==> src/rtl/cdq_pkg.sv <==
package cdq_pkg;

   localparam int ACT_W = 3;
   localparam int CNT_W = 7;

   localparam logic [ACT_W-1:0] ACT_PUSH_NEWEST = 3'd0;
   localparam logic [ACT_W-1:0] ACT_PUSH_OLDEST = 3'd1;
   localparam logic [ACT_W-1:0] ACT_DROP_NEWEST = 3'd2;
   localparam logic [ACT_W-1:0] ACT_DROP_OLDEST = 3'd3;
   localparam logic [ACT_W-1:0] ACT_READ_OLDEST = 3'd4;
   localparam logic [ACT_W-1:0] ACT_READ_NEWEST = 3'd5;

   localparam logic [CNT_W-1:0] CAP_RESET = 7'd64;

   typedef struct packed {
      logic             status;
      logic             rd_ok;
      logic [CNT_W-1:0] dropped;
      logic [CNT_W-1:0] fill;
   } s1_type;

endpackage

==> src/rtl/cdq_ram.sv <==
module cdq_ram #(
   parameter int DEPTH = 64,
   parameter int WIDTH = 32,
   parameter int AW    = 6
) (
   input  logic             clock,
   input  logic             we,
   input  logic             re,
   input  logic [AW-1:0]    addr,
   input  logic [WIDTH-1:0] wdata,
   output logic [WIDTH-1:0] rdata
);

   logic [WIDTH-1:0] mem [DEPTH];
   logic [WIDTH-1:0] rdata_ff;

   always_ff @(posedge clock) begin
      if (we) begin
         mem[addr] <= wdata;
      end
      if (re) begin
         rdata_ff <= mem[addr];
      end
   end

   assign rdata = rdata_ff;

endmodule

==> src/rtl/circular_deque_top.sv <==
// Double-ended ring buffer held in one single-port synchronous memory.
// rsp_tvalid rises after the request passes the s1 register and the response register
// (pointers and memory are accessed on acceptance, and the read word is registered).
// One transaction per cycle if rsp_tready holds; each request touches at most one slot.
// Reset (synchronous): capacity returns to 64, fill and both pointers go to zero;
// the slot memory is not cleared and no clearing pass is needed.
module circular_deque_top #(
   parameter int DEPTH      = 64,
   parameter int DATA_WIDTH = 32
) (
   input  logic clock,
   input  logic reset,
   input  logic req_tvalid,
   output logic req_tready,
   // data_in, count_or_index, zero pad
   input  logic [((DATA_WIDTH+cdq_pkg::CNT_W+7)/8)*8-1:0] req_tdata,
   // action
   input  logic [cdq_pkg::ACT_W-1:0] req_tuser,
   output logic rsp_tvalid,
   input  logic rsp_tready,
   // read_data, dropped, fill, zero pad
   output logic [((DATA_WIDTH+2*cdq_pkg::CNT_W+7)/8)*8-1:0] rsp_tdata,
   // status
   output logic [0:0] rsp_tuser,
   input  logic csr_wr_en,
   input  logic [cdq_pkg::CNT_W-1:0] csr_wr_data
);
   import cdq_pkg::*;

   localparam int AW    = (DEPTH > 1) ? $clog2(DEPTH) : 1;
   localparam int SW    = ((AW > CNT_W) ? AW : CNT_W) + 1;
   localparam int OUT_W = ((DATA_WIDTH + 2*CNT_W + 7) / 8) * 8;
   localparam int PAD_W = OUT_W - DATA_WIDTH - 2*CNT_W;

   logic [CNT_W-1:0]      cap_ff;
   logic [AW-1:0]         newest_ff, newest_in;
   logic [AW-1:0]         oldest_ff, oldest_in;
   logic [CNT_W-1:0]      held_ff, held_in;
   logic                  s1_valid_ff;
   s1_type                s1_ff, s1_in;
   logic                  rsp_valid_ff;
   logic [DATA_WIDTH-1:0] rsp_data_ff;
   logic [CNT_W-1:0]      rsp_dropped_ff;
   logic [CNT_W-1:0]      rsp_fill_ff;
   logic                  rsp_status_ff;

   logic [ACT_W-1:0]      act;
   logic [DATA_WIDTH-1:0] din;
   logic [CNT_W-1:0]      n;
   logic                  accept;
   logic                  out_free;
   logic                  s1_adv;
   logic [SW-1:0]         cap_w, c, h, nw, pn, po, k, kk, sum, idx;
   logic                  ram_we, ram_re;
   logic [AW-1:0]         ram_addr;
   logic [DATA_WIDTH-1:0] ram_rdata;

   assign act = req_tuser;
   assign din = req_tdata[DATA_WIDTH-1:0];
   assign n   = req_tdata[DATA_WIDTH +: CNT_W];

   assign out_free   = !rsp_valid_ff || rsp_tready;
   assign s1_adv     = s1_valid_ff && out_free;
   assign req_tready = !s1_valid_ff || s1_adv;
   assign accept     = req_tvalid && req_tready;

   // A capacity of zero acts as one; anything above the storage depth acts as the depth.
   assign cap_w = SW'(cap_ff);
   assign c     = (cap_w == '0) ? SW'(1) : ((cap_w > SW'(DEPTH)) ? SW'(DEPTH) : cap_w);
   assign h     = SW'(held_ff);
   assign nw    = SW'(n);
   assign pn    = SW'(newest_ff);
   assign po    = SW'(oldest_ff);
   assign k     = (nw < h) ? nw : h;
   assign kk    = (k == c) ? '0 : k;

   always_comb begin
      newest_in  = newest_ff;
      oldest_in  = oldest_ff;
      held_in    = held_ff;
      ram_we     = 1'b0;
      ram_re     = 1'b0;
      ram_addr   = newest_ff;
      sum        = '0;
      idx        = '0;
      s1_in      = '0;
      case (act)
         ACT_PUSH_NEWEST: begin
            if (h >= c) begin
               s1_in.status = 1'b1;
            end else begin
               ram_we    = accept;
               ram_addr  = newest_ff;
               sum       = pn + SW'(1);
               newest_in = AW'((sum >= c) ? sum - c : sum);
               held_in   = held_ff + CNT_W'(1);
            end
         end
         ACT_PUSH_OLDEST: begin
            if (h >= c) begin
               s1_in.status = 1'b1;
            end else begin
               sum       = (po == '0) ? c - SW'(1) : po - SW'(1);
               ram_we    = accept;
               ram_addr  = AW'(sum);
               oldest_in = AW'(sum);
               held_in   = held_ff + CNT_W'(1);
            end
         end
         ACT_DROP_NEWEST: begin
            newest_in     = AW'((pn >= k) ? pn - k : pn + c - k);
            held_in       = held_ff - CNT_W'(k);
            s1_in.dropped = CNT_W'(k);
         end
         ACT_DROP_OLDEST: begin
            // Dropping a full ring leaves the oldest pointer where it is.
            sum           = po + kk;
            oldest_in     = AW'((sum >= c) ? sum - c : sum);
            held_in       = held_ff - CNT_W'(k);
            s1_in.dropped = CNT_W'(k);
         end
         ACT_READ_OLDEST, ACT_READ_NEWEST: begin
            if (nw >= h) begin
               s1_in.status = 1'b1;
            end else begin
               idx         = (act == ACT_READ_OLDEST) ? nw : h - nw - SW'(1);
               sum         = po + idx;
               ram_addr    = AW'((sum >= c) ? sum - c : sum);
               ram_re      = accept;
               s1_in.rd_ok = 1'b1;
            end
         end
         default: begin
            s1_in.status = 1'b1;
         end
      endcase
      s1_in.fill = held_in;
   end

   cdq_ram #(
      .DEPTH (DEPTH),
      .WIDTH (DATA_WIDTH),
      .AW    (AW)
   ) u_ram (
      .clock (clock),
      .we    (ram_we),
      .re    (ram_re),
      .addr  (ram_addr),
      .wdata (din),
      .rdata (ram_rdata)
   );

   always_ff @(posedge clock) begin
      if (reset) begin
         cap_ff       <= CAP_RESET;
         newest_ff    <= '0;
         oldest_ff    <= '0;
         held_ff      <= '0;
         s1_valid_ff  <= 1'b0;
         rsp_valid_ff <= 1'b0;
      end else begin
         if (csr_wr_en) begin
            cap_ff    <= csr_wr_data;
            newest_ff <= '0;
            oldest_ff <= '0;
            held_ff   <= '0;
         end else if (accept) begin
            newest_ff <= newest_in;
            oldest_ff <= oldest_in;
            held_ff   <= held_in;
         end
         if (accept) begin
            s1_valid_ff <= 1'b1;
         end else if (s1_adv) begin
            s1_valid_ff <= 1'b0;
         end
         if (s1_adv) begin
            rsp_valid_ff <= 1'b1;
         end else if (rsp_tready) begin
            rsp_valid_ff <= 1'b0;
         end
      end
   end

   always_ff @(posedge clock) begin
      if (accept) begin
         s1_ff <= s1_in;
      end
      if (s1_adv) begin
         rsp_status_ff  <= s1_ff.status;
         rsp_dropped_ff <= s1_ff.dropped;
         rsp_fill_ff    <= s1_ff.fill;
         rsp_data_ff    <= s1_ff.rd_ok ? ram_rdata : '0;
      end
   end

   assign rsp_tvalid = rsp_valid_ff;
   assign rsp_tuser  = rsp_status_ff;
   assign rsp_tdata  = {{PAD_W{1'b0}}, rsp_fill_ff, rsp_dropped_ff, rsp_data_ff};

endmodule

==> config.mk <==
export PLATFORM = sky130hd
export DESIGN_NAME = circular_deque_top
export DESIGN_NICKNAME = d
export VERILOG_FILES = /design/src/rtl/cdq_pkg.sv /design/src/rtl/cdq_ram.sv /design/src/rtl/circular_deque_top.sv
export SDC_FILE = /design/constraint.sdc
export NUM_CORES = 2
export LEC_CHECK = 0
export BUFFER_PORTS_ARGS = -buffer_cell sky130_fd_sc_hd__buf_2
export CAP_MARGIN = 20
export CORE_AREA = 3 3 387 389
export CTS_CLUSTER_SIZE = 25
export DETAILED_ROUTE_END_ITERATION = 10
export DIE_AREA = 0 0 390 392
export PLACE_DENSITY_LB_ADDON = 0.15
export SKIP_LAST_GASP = 1
export SLEW_MARGIN = 20
export SYNTH_ARGS = -nofsm -noshare
export SYNTH_HDL_FRONTEND = slang
export SYNTH_SLANG_ARGS = --single-unit
==> constraint.sdc <==
create_clock -name clock -period 9.8 [get_ports clock]
set_input_delay 0 -clock clock [delete_from_list [all_inputs] [get_ports clock]]
set_output_delay 0 -clock clock [all_outputs]
set_load 0.01 [all_outputs]
# Yosys cells after proc, flatten, opt, wreduce, memory -nomap -nowiden
# Memories as Yosys holds them, arrays and structs flattened. A register that Yosys moved wholly into a read port is not among the register bits.
# Index checks and enable logic that the tools add are counted.
totals:
  elab_cells: 98
  mem_count: 1
  ram_bits: 2048
  ff_bits: 91
  output_inout_bits: 51
  inputBits: 55
op_classes:
  reduce_logical: 19
  magnitude_cmp: 8
  eq_ne: 8
  n_addsub: 15
  n_mux: 33
memory_table:
  columns: ["name", "depth", "word_bits", "rd", "rd_clocked_by_memory_dff", "write_ports", "line_no", "source"]
  rows:
  - ["u_ram.mem", 64, 32, 1, 1, 1, "cdq_ram.sv:14", "logic [WIDTH-1:0] mem [DEPTH];"]
op_table:
  columns: ["operator", "n"]
  rows:
  - ["6-bit two-way mux", 9]
  - ["6-bit case mux with 2 select lines", 3]
  - ["7-bit two-way mux", 5]
  - ["6-bit subtractor", 5]
  - ["7-bit greater-or-equal comparator", 3]
  - ["8-bit by 7-bit greater-or-equal comparator with 1-bit output", 2]
  - ["8-bit logical NOT", 2]
  - ["7-bit case mux with 2 select lines", 1]
  - ["1-bit two-way mux", 13]
  - ["6-bit by 1-bit subtractor with 6-bit output, second input constant", 2]
  - ["6-bit by 7-bit adder with 8-bit output", 1]
  - ["6-bit by 8-bit adder with 8-bit output", 1]
  - ["8-bit two-way mux", 1]
  - ["2-bit nonzero test", 4]
  - ["2-bit OR reduction", 4]
  - ["7-bit by 7-bit subtractor with 8-bit output", 1]
  - ["8-bit by 1-bit subtractor with 8-bit output, second input constant", 1]
  - ["6-bit by 1-bit adder with 7-bit output, second input constant", 1]
  - ["7-bit by 1-bit adder with 7-bit output, second input constant", 1]
  - ["7-bit equality test", 1]
  - ["6-bit by 7-bit greater-or-equal comparator with 1-bit output", 1]
  - ["7-bit > comparator, second input constant", 1]
  - ["7-bit less-than comparator", 1]
  - ["7-bit subtractor", 1]
  - ["11 further kinds", 18]

# Longest topological paths before layout
depth:
  word_depth: 9
  depth_mapped: 32

# Modules after synthesis
# From an unflattened synthesis, not the netlist that was laid out.
hier_totals:
  hier_cells: 5026
  hier_area_um2: 86575.5
by_module_without_submodules:
  columns: ["mod", "instances", "area_per_inst_um2", "cells_per_inst"]
  rows:
  - ["cdq_ram", 1, 79248.5, 4239]
  - ["circular_deque_top", 1, 7327.0, 787]

# Worst setup path after synthesis
# No wires, ideal clock.
synth_timing:
  kind: "input to register"
  start: "input port req_tuser[0] (netlist bit)"
  end: "memory u_ram.mem[14][0] (enable)"
  stages: 26
  setup_slack_ns: 2.390
  t_arrival_ns: 6.989
  n_path_buf: 6
  required_ns: 9.379
  setup_ns: 0.421
  path_cell_list: "buf_2 > nor3b_4 > clkbuf_1 > mux2_2 > ha_1 > fa_1 > a21o_1 > a21oi_1 > nor2b_1 > o21ai_0 > nand2_1 > xor2_1 > ha_1 > a211oi_1 > nand2_1 > o21ai_0 > and2_1 > mux2_4 > mux2_1 > buf_6 > nor4_2 > buf_2 > buf_4 > buf_4 > nand2_1 > nor2_1"
synth_between:
  elab_chain_cells: 7
  elab_cells_between_ends: 16
  cone_classes: "add/sub: 2; order compare: 1; eq/ne: 3; mux: 7; reduce/logical: 3"
synth_lines:
  columns: ["item", "line_no", "source"]
  rows:
  - ["from (decl)", "circular_deque_top.sv:18", "input logic [cdq_pkg::ACT_W-1:0] req_tuser,"]
  - ["3-bit equality test", null, null]
  - ["8-bit two-way mux", "circular_deque_top.sv:126", "idx = (act == ACT_READ_OLDEST) ? nw : h - nw - SW'(1);"]
  - ["6-bit by 8-bit adder with 8-bit output", "circular_deque_top.sv:127", "sum = po + idx;"]
  - ["8-bit by 7-bit greater-or-equal comparator with 1-bit output or 6-bit subtractor (tied branches)", "circular_deque_top.sv:128", "ram_addr = AW'((sum >= c) ? sum - c : sum);"]
  - ["6-bit two-way mux", "circular_deque_top.sv:128", null]
  - ["6-bit two-way mux", "circular_deque_top.sv:123", "if (nw >= h) begin"]
  - ["6-bit case mux with 2 select lines", "circular_deque_top.sv:87", "case (act)"]
  - ["to (decl)", "cdq_ram.sv:14", null]
# Parallel ways exist; a longest one is shown, timed or not.

# Final worst setup path
layout_timing:
  start: "register held_ff[1]"
  end: "memory u_ram.mem[30][14] (enable)"
layout_between:
  elab_chain_cells: 8
  elab_cells_between_ends: 16
  cone_classes: "add/sub: 4; order compare: 3; mux: 9"
layout_lines:
  columns: ["item", "line_no", "source"]
  rows:
  - ["from (decl)", "circular_deque_top.sv:38", "logic [CNT_W-1:0] held_ff, held_in;"]
  - ["from (signal assigned)", "circular_deque_top.sv:170", "held_ff <= held_in;"]
  - ["7-bit by 7-bit subtractor with 8-bit output", "circular_deque_top.sv:126", null]
  - ["8-bit by 1-bit subtractor with 8-bit output", "circular_deque_top.sv:126", null]
  - ["8-bit two-way mux", "circular_deque_top.sv:126", null]
  - ["6-bit by 8-bit adder with 8-bit output", "circular_deque_top.sv:127", null]
  - ["8-bit by 7-bit greater-or-equal comparator with 1-bit output or 6-bit subtractor (tied branches)", "circular_deque_top.sv:128", null]
  - ["6-bit two-way mux", "circular_deque_top.sv:128", null]
  - ["6-bit two-way mux", "circular_deque_top.sv:123", null]
  - ["6-bit case mux with 2 select lines", "circular_deque_top.sv:87", null]
# Parallel ways exist; a longest one is shown, timed or not.

==> run summary <==
final net count - 6,345
hpwl dp - 150 mm
GRT Overall Usage - 33.7%
Initial Util - 59.7%
later-pin clock latency in the skew report - 0.85 ns
crit path time final - 8.58 ns
Final ANT Viol Nets - 0
CTS max path bufs - 3
vias per inst - 6.71
Core ar. - 147,000 µm²
Final Instance Area - 99,200 µm²
Post-CTS Resized - 0
vias - 55,800
CTS H-tree depth - 4
number of buffers created by CTS - 210
total routed wirelength - 260 mm
Leak Pwr - 32.8 nW
Worst Clk Skew - 0.0335 ns
RSZ-0062 raised after global routing - no
wire length per cell - 31.3 µm
Pins Over Slew Limit - 0
worst vdd ir - 0.000174 V
Async SR Flop Fraction - 0%
Critical Path RT - 10.30 ns
status - finished clean
Ys Warns - 0
Site Rows - 141
Unique masters post-synth - 84
vias in the first global route - 52,500
Post-DP Area - 91,600 µm²
Hold Fails Final Rpt - 0
Die Y - 392 µm
fmax - 116 MHz
Final setup viols - 0
main flop type after synthesis - edfxtp_1
GP Congestion - 0.904
Setup CP Type - reg2reg
gr ovfl total - 0
clk root buf - clkbuf_16
post-synthesis sequential area ratio - 73.9%
Max Fanout on Critical Path - 18
Slew headroom - 19.3%
pin count of the biggest net entering global routing - 145
worst hold path type - in2reg
fill count - 10,000
Seq cells post-synth - 2,171
Initial DRT Pass Iterations - 9
Mean Syn Cell Area - 14.7 µm²
Post-synth EDFFs - 2,143
initial antenna violation count - 12
CP startpoint kind - flip-flop
I/O pin count - 106
clk sink count - 2,171
setup TNS - 0 ns
Cells after Synth - 5,965
Die ar. - 153,000 µm²
DIE WIDTH - 390 µm
ratio of cells with drive above 1 in the final layout - 12.3%
crit share post-route - 87.6%
Layout area overhead - 12.8%
PD cells - 205 nW/µm²
drt drc - 0
Worst-path clk slew - 0.06 ns
CTS tree - built
Post-Synthesis Cell Area - 87,900 µm²
initial drt markers - 7,835
Worst setup EP type - flip-flop
port bufs - 102
Slew @ Worst Pin - 1.21 ns
first-pass GRT wire length - 369 mm
crit path DAT - 9.08 ns
power consumption - 0.0203 W
Max-Cap Viols - 0
==> logic make-up after synthesis <==
logic type | synth area share [%]
other | 0.00427
AOI/OAI and AO/OA | 10.4
muxes | 4.58
DFF | 73.9
buffers and inverters | 2.18
xor gates and xnor gates | 0.508
and+or+nand+nor | 7.10
adders and majority gates | 1.39
==> per-layer routing <==
layer  vias up  track usage (%)  wire (µm)
li1      23600                -          -
met1     28000             47.5      97800
met2      3719             51.8     119000
met3       550             8.39      32900
met4         0             11.8       9610
met5         -                0          0
==> layout by cell type (no fill, tap or decap), drive strengths merged, types with 19 or more instances in the layout <==
| master | n |
|---|---|
| and3 | 62 |
| a211oi | 101 |
| a2111oi | 23 |
| dlygate4sd3 | 86 |
| mux2i | 310 |
| clkbuf | 271 |
| a221oi | 56 |
| a21oi | 401 |
| mux2 | 78 |
| nor3 | 23 |
| bufinv | 19 |
| buf | 297 |
| a21o | 24 |
| o2bb2ai | 44 |
| a31oi | 65 |
| or4 | 25 |
| and2 | 40 |
| a22oi | 187 |
| o22ai | 28 |
| a32oi | 35 |
| inv | 77 |
| edfxtp | 2143 |
| nand4 | 25 |
| nand3 | 153 |
| nor2 | 258 |
| a22o | 27 |
| clkinv | 83 |
| ha | 77 |
| xnor2 | 34 |
| o21ai | 260 |
| dfxtp | 28 |
| o211ai | 44 |
| a311oi | 20 |
| nand2 | 810 |
==> Yosys cell counts, types with 10 or more instances <==
cell       count  area, µm²
nor3_1        22        110
buf_2        120        601
nor2_1       254        953
nand3_1      153        766
xnor2_1       34        298
inv_1         65        244
buf_4         32        240
o21ai_0      256       1280
a221oi_1      55        482
o31ai_1       12       90.1
o22ai_1       27        169
a211oi_1     101        758
a2111oi_0     23        201
a222oi_1      14        140
edfxtp_1    2143      64400
or4_1         24        180
and3_1        62        388
a311oi_1      20        175
a31oi_1       65        407
a22oi_1      186       1400
mux2i_1      308       3080
o2bb2ai_1     44        385
a22o_1        27        236
fa_1          13        260
dfxtp_1       28        561
a21o_1        24        180
mux2_2        75        845
a32oi_1       35        307
nand2_1      809       3040
o2111ai_1     10       87.6
a21oi_1      401       2010
and2_1        39        244
buf_1         28        105
clkbuf_1     176        661
nand4_1       25        156
o211ai_1      42        315
xor2_1        17        149
ha_1          77        963
==> power breakdown <==
| group | internal (W) | switching (W) | total (W) | leakage, nW |
|---|---|---|---|---|
| Sequential | 0.0103 | 0.0000197 | 0.0103 | 19.5 |
| Clock | 0.00450 | 0.00340 | 0.00791 | 3.25 |
| Combinational | 0.000637 | 0.00150 | 0.00214 | 10.0 |
==> stage by stage <==
step                      worst slack, ns  std cells  utilization (%)  hold WS, ns
final                                1.22       8311             67.4        0.270
after global routing                0.900       8310             67.4        0.273
after CTS                            1.39       8307             67.4        0.202
after detailed placement             1.45       7830             62.2        0.241
after global placement               1.49       7830             62.2        0.223
after floorplan                      2.39       5966                -       0.0989
==> critical path: stages, from the launching register on <==
cell and delay, ns:
dfxtp_1 0.57, inv_1 0.16, fa_1 0.43, nand2b_1 0.19, nand2b_1 0.09, a21oi_1 0.07
xor2_1 0.14, o21ai_0 0.18, ha_1 0.31, a21oi_1 0.18, nand2_1 0.09, or3_1 0.39
and2_1 0.18, ha_1 0.21, a211oi_1 0.22, nand2_1 0.07, o21ai_0 0.44, and2_1 0.24
mux2_4 0.24, mux2_1 0.63, nor4_4 0.88, nand2_1 0.89, nor2_4 0.99, buf_4 0.41
==> worst paths after layout <==
| kind | from | endpoint | slack [ns] | depth (start not counted) |
|---|---|---|---|---|
| min reg2reg | s1_ff[13] | rsp_dropped_ff[6] | 0.42 | 0 |
| max reg2reg | held_ff[1] | u_ram.mem[30][14] | 1.22 | 23 |
| min | req_tuser[0] | newest_ff[1] | 0.27 | 4 |
| max | held_ff[1] | u_ram.mem[30][14] | 1.22 | 23 |
==> flip-flops by register name (all words and copies together) (netlist names) <==
name            count
cap_ff              7
u_ram.mem        2048
s1_valid_ff         1
s1_ff              16
newest_ff           6
rsp_fill_ff         7
rsp_data_ff        32
rsp_tvalid          1
u_ram.rdata        32
rsp_tuser           1
rsp_dropped_ff      7
held_ff             7
oldest_ff           6
==> timing repair <==
action                                  CTS  global route
buffers inserted                          0             0
endpoints found under the hold margin  2093             0
hold buffers                             86             0
==> final cells by class <==
class	instances	area [µm²]	share of cell area (%)
Multi-Input combinational cell	3368	21800	22.0
Tap cell	1930	2410	2.43
Antenna cell	2	5.00	0.00505
Inverter	65	244	0.246
Clock inverter	121	1120	1.13
Sequential cell	2171	64900	65.4
Timing Repair Buffer	384	3130	3.15
Clock buffer	270	5570	5.61
(Power assumes the default switching activity.)
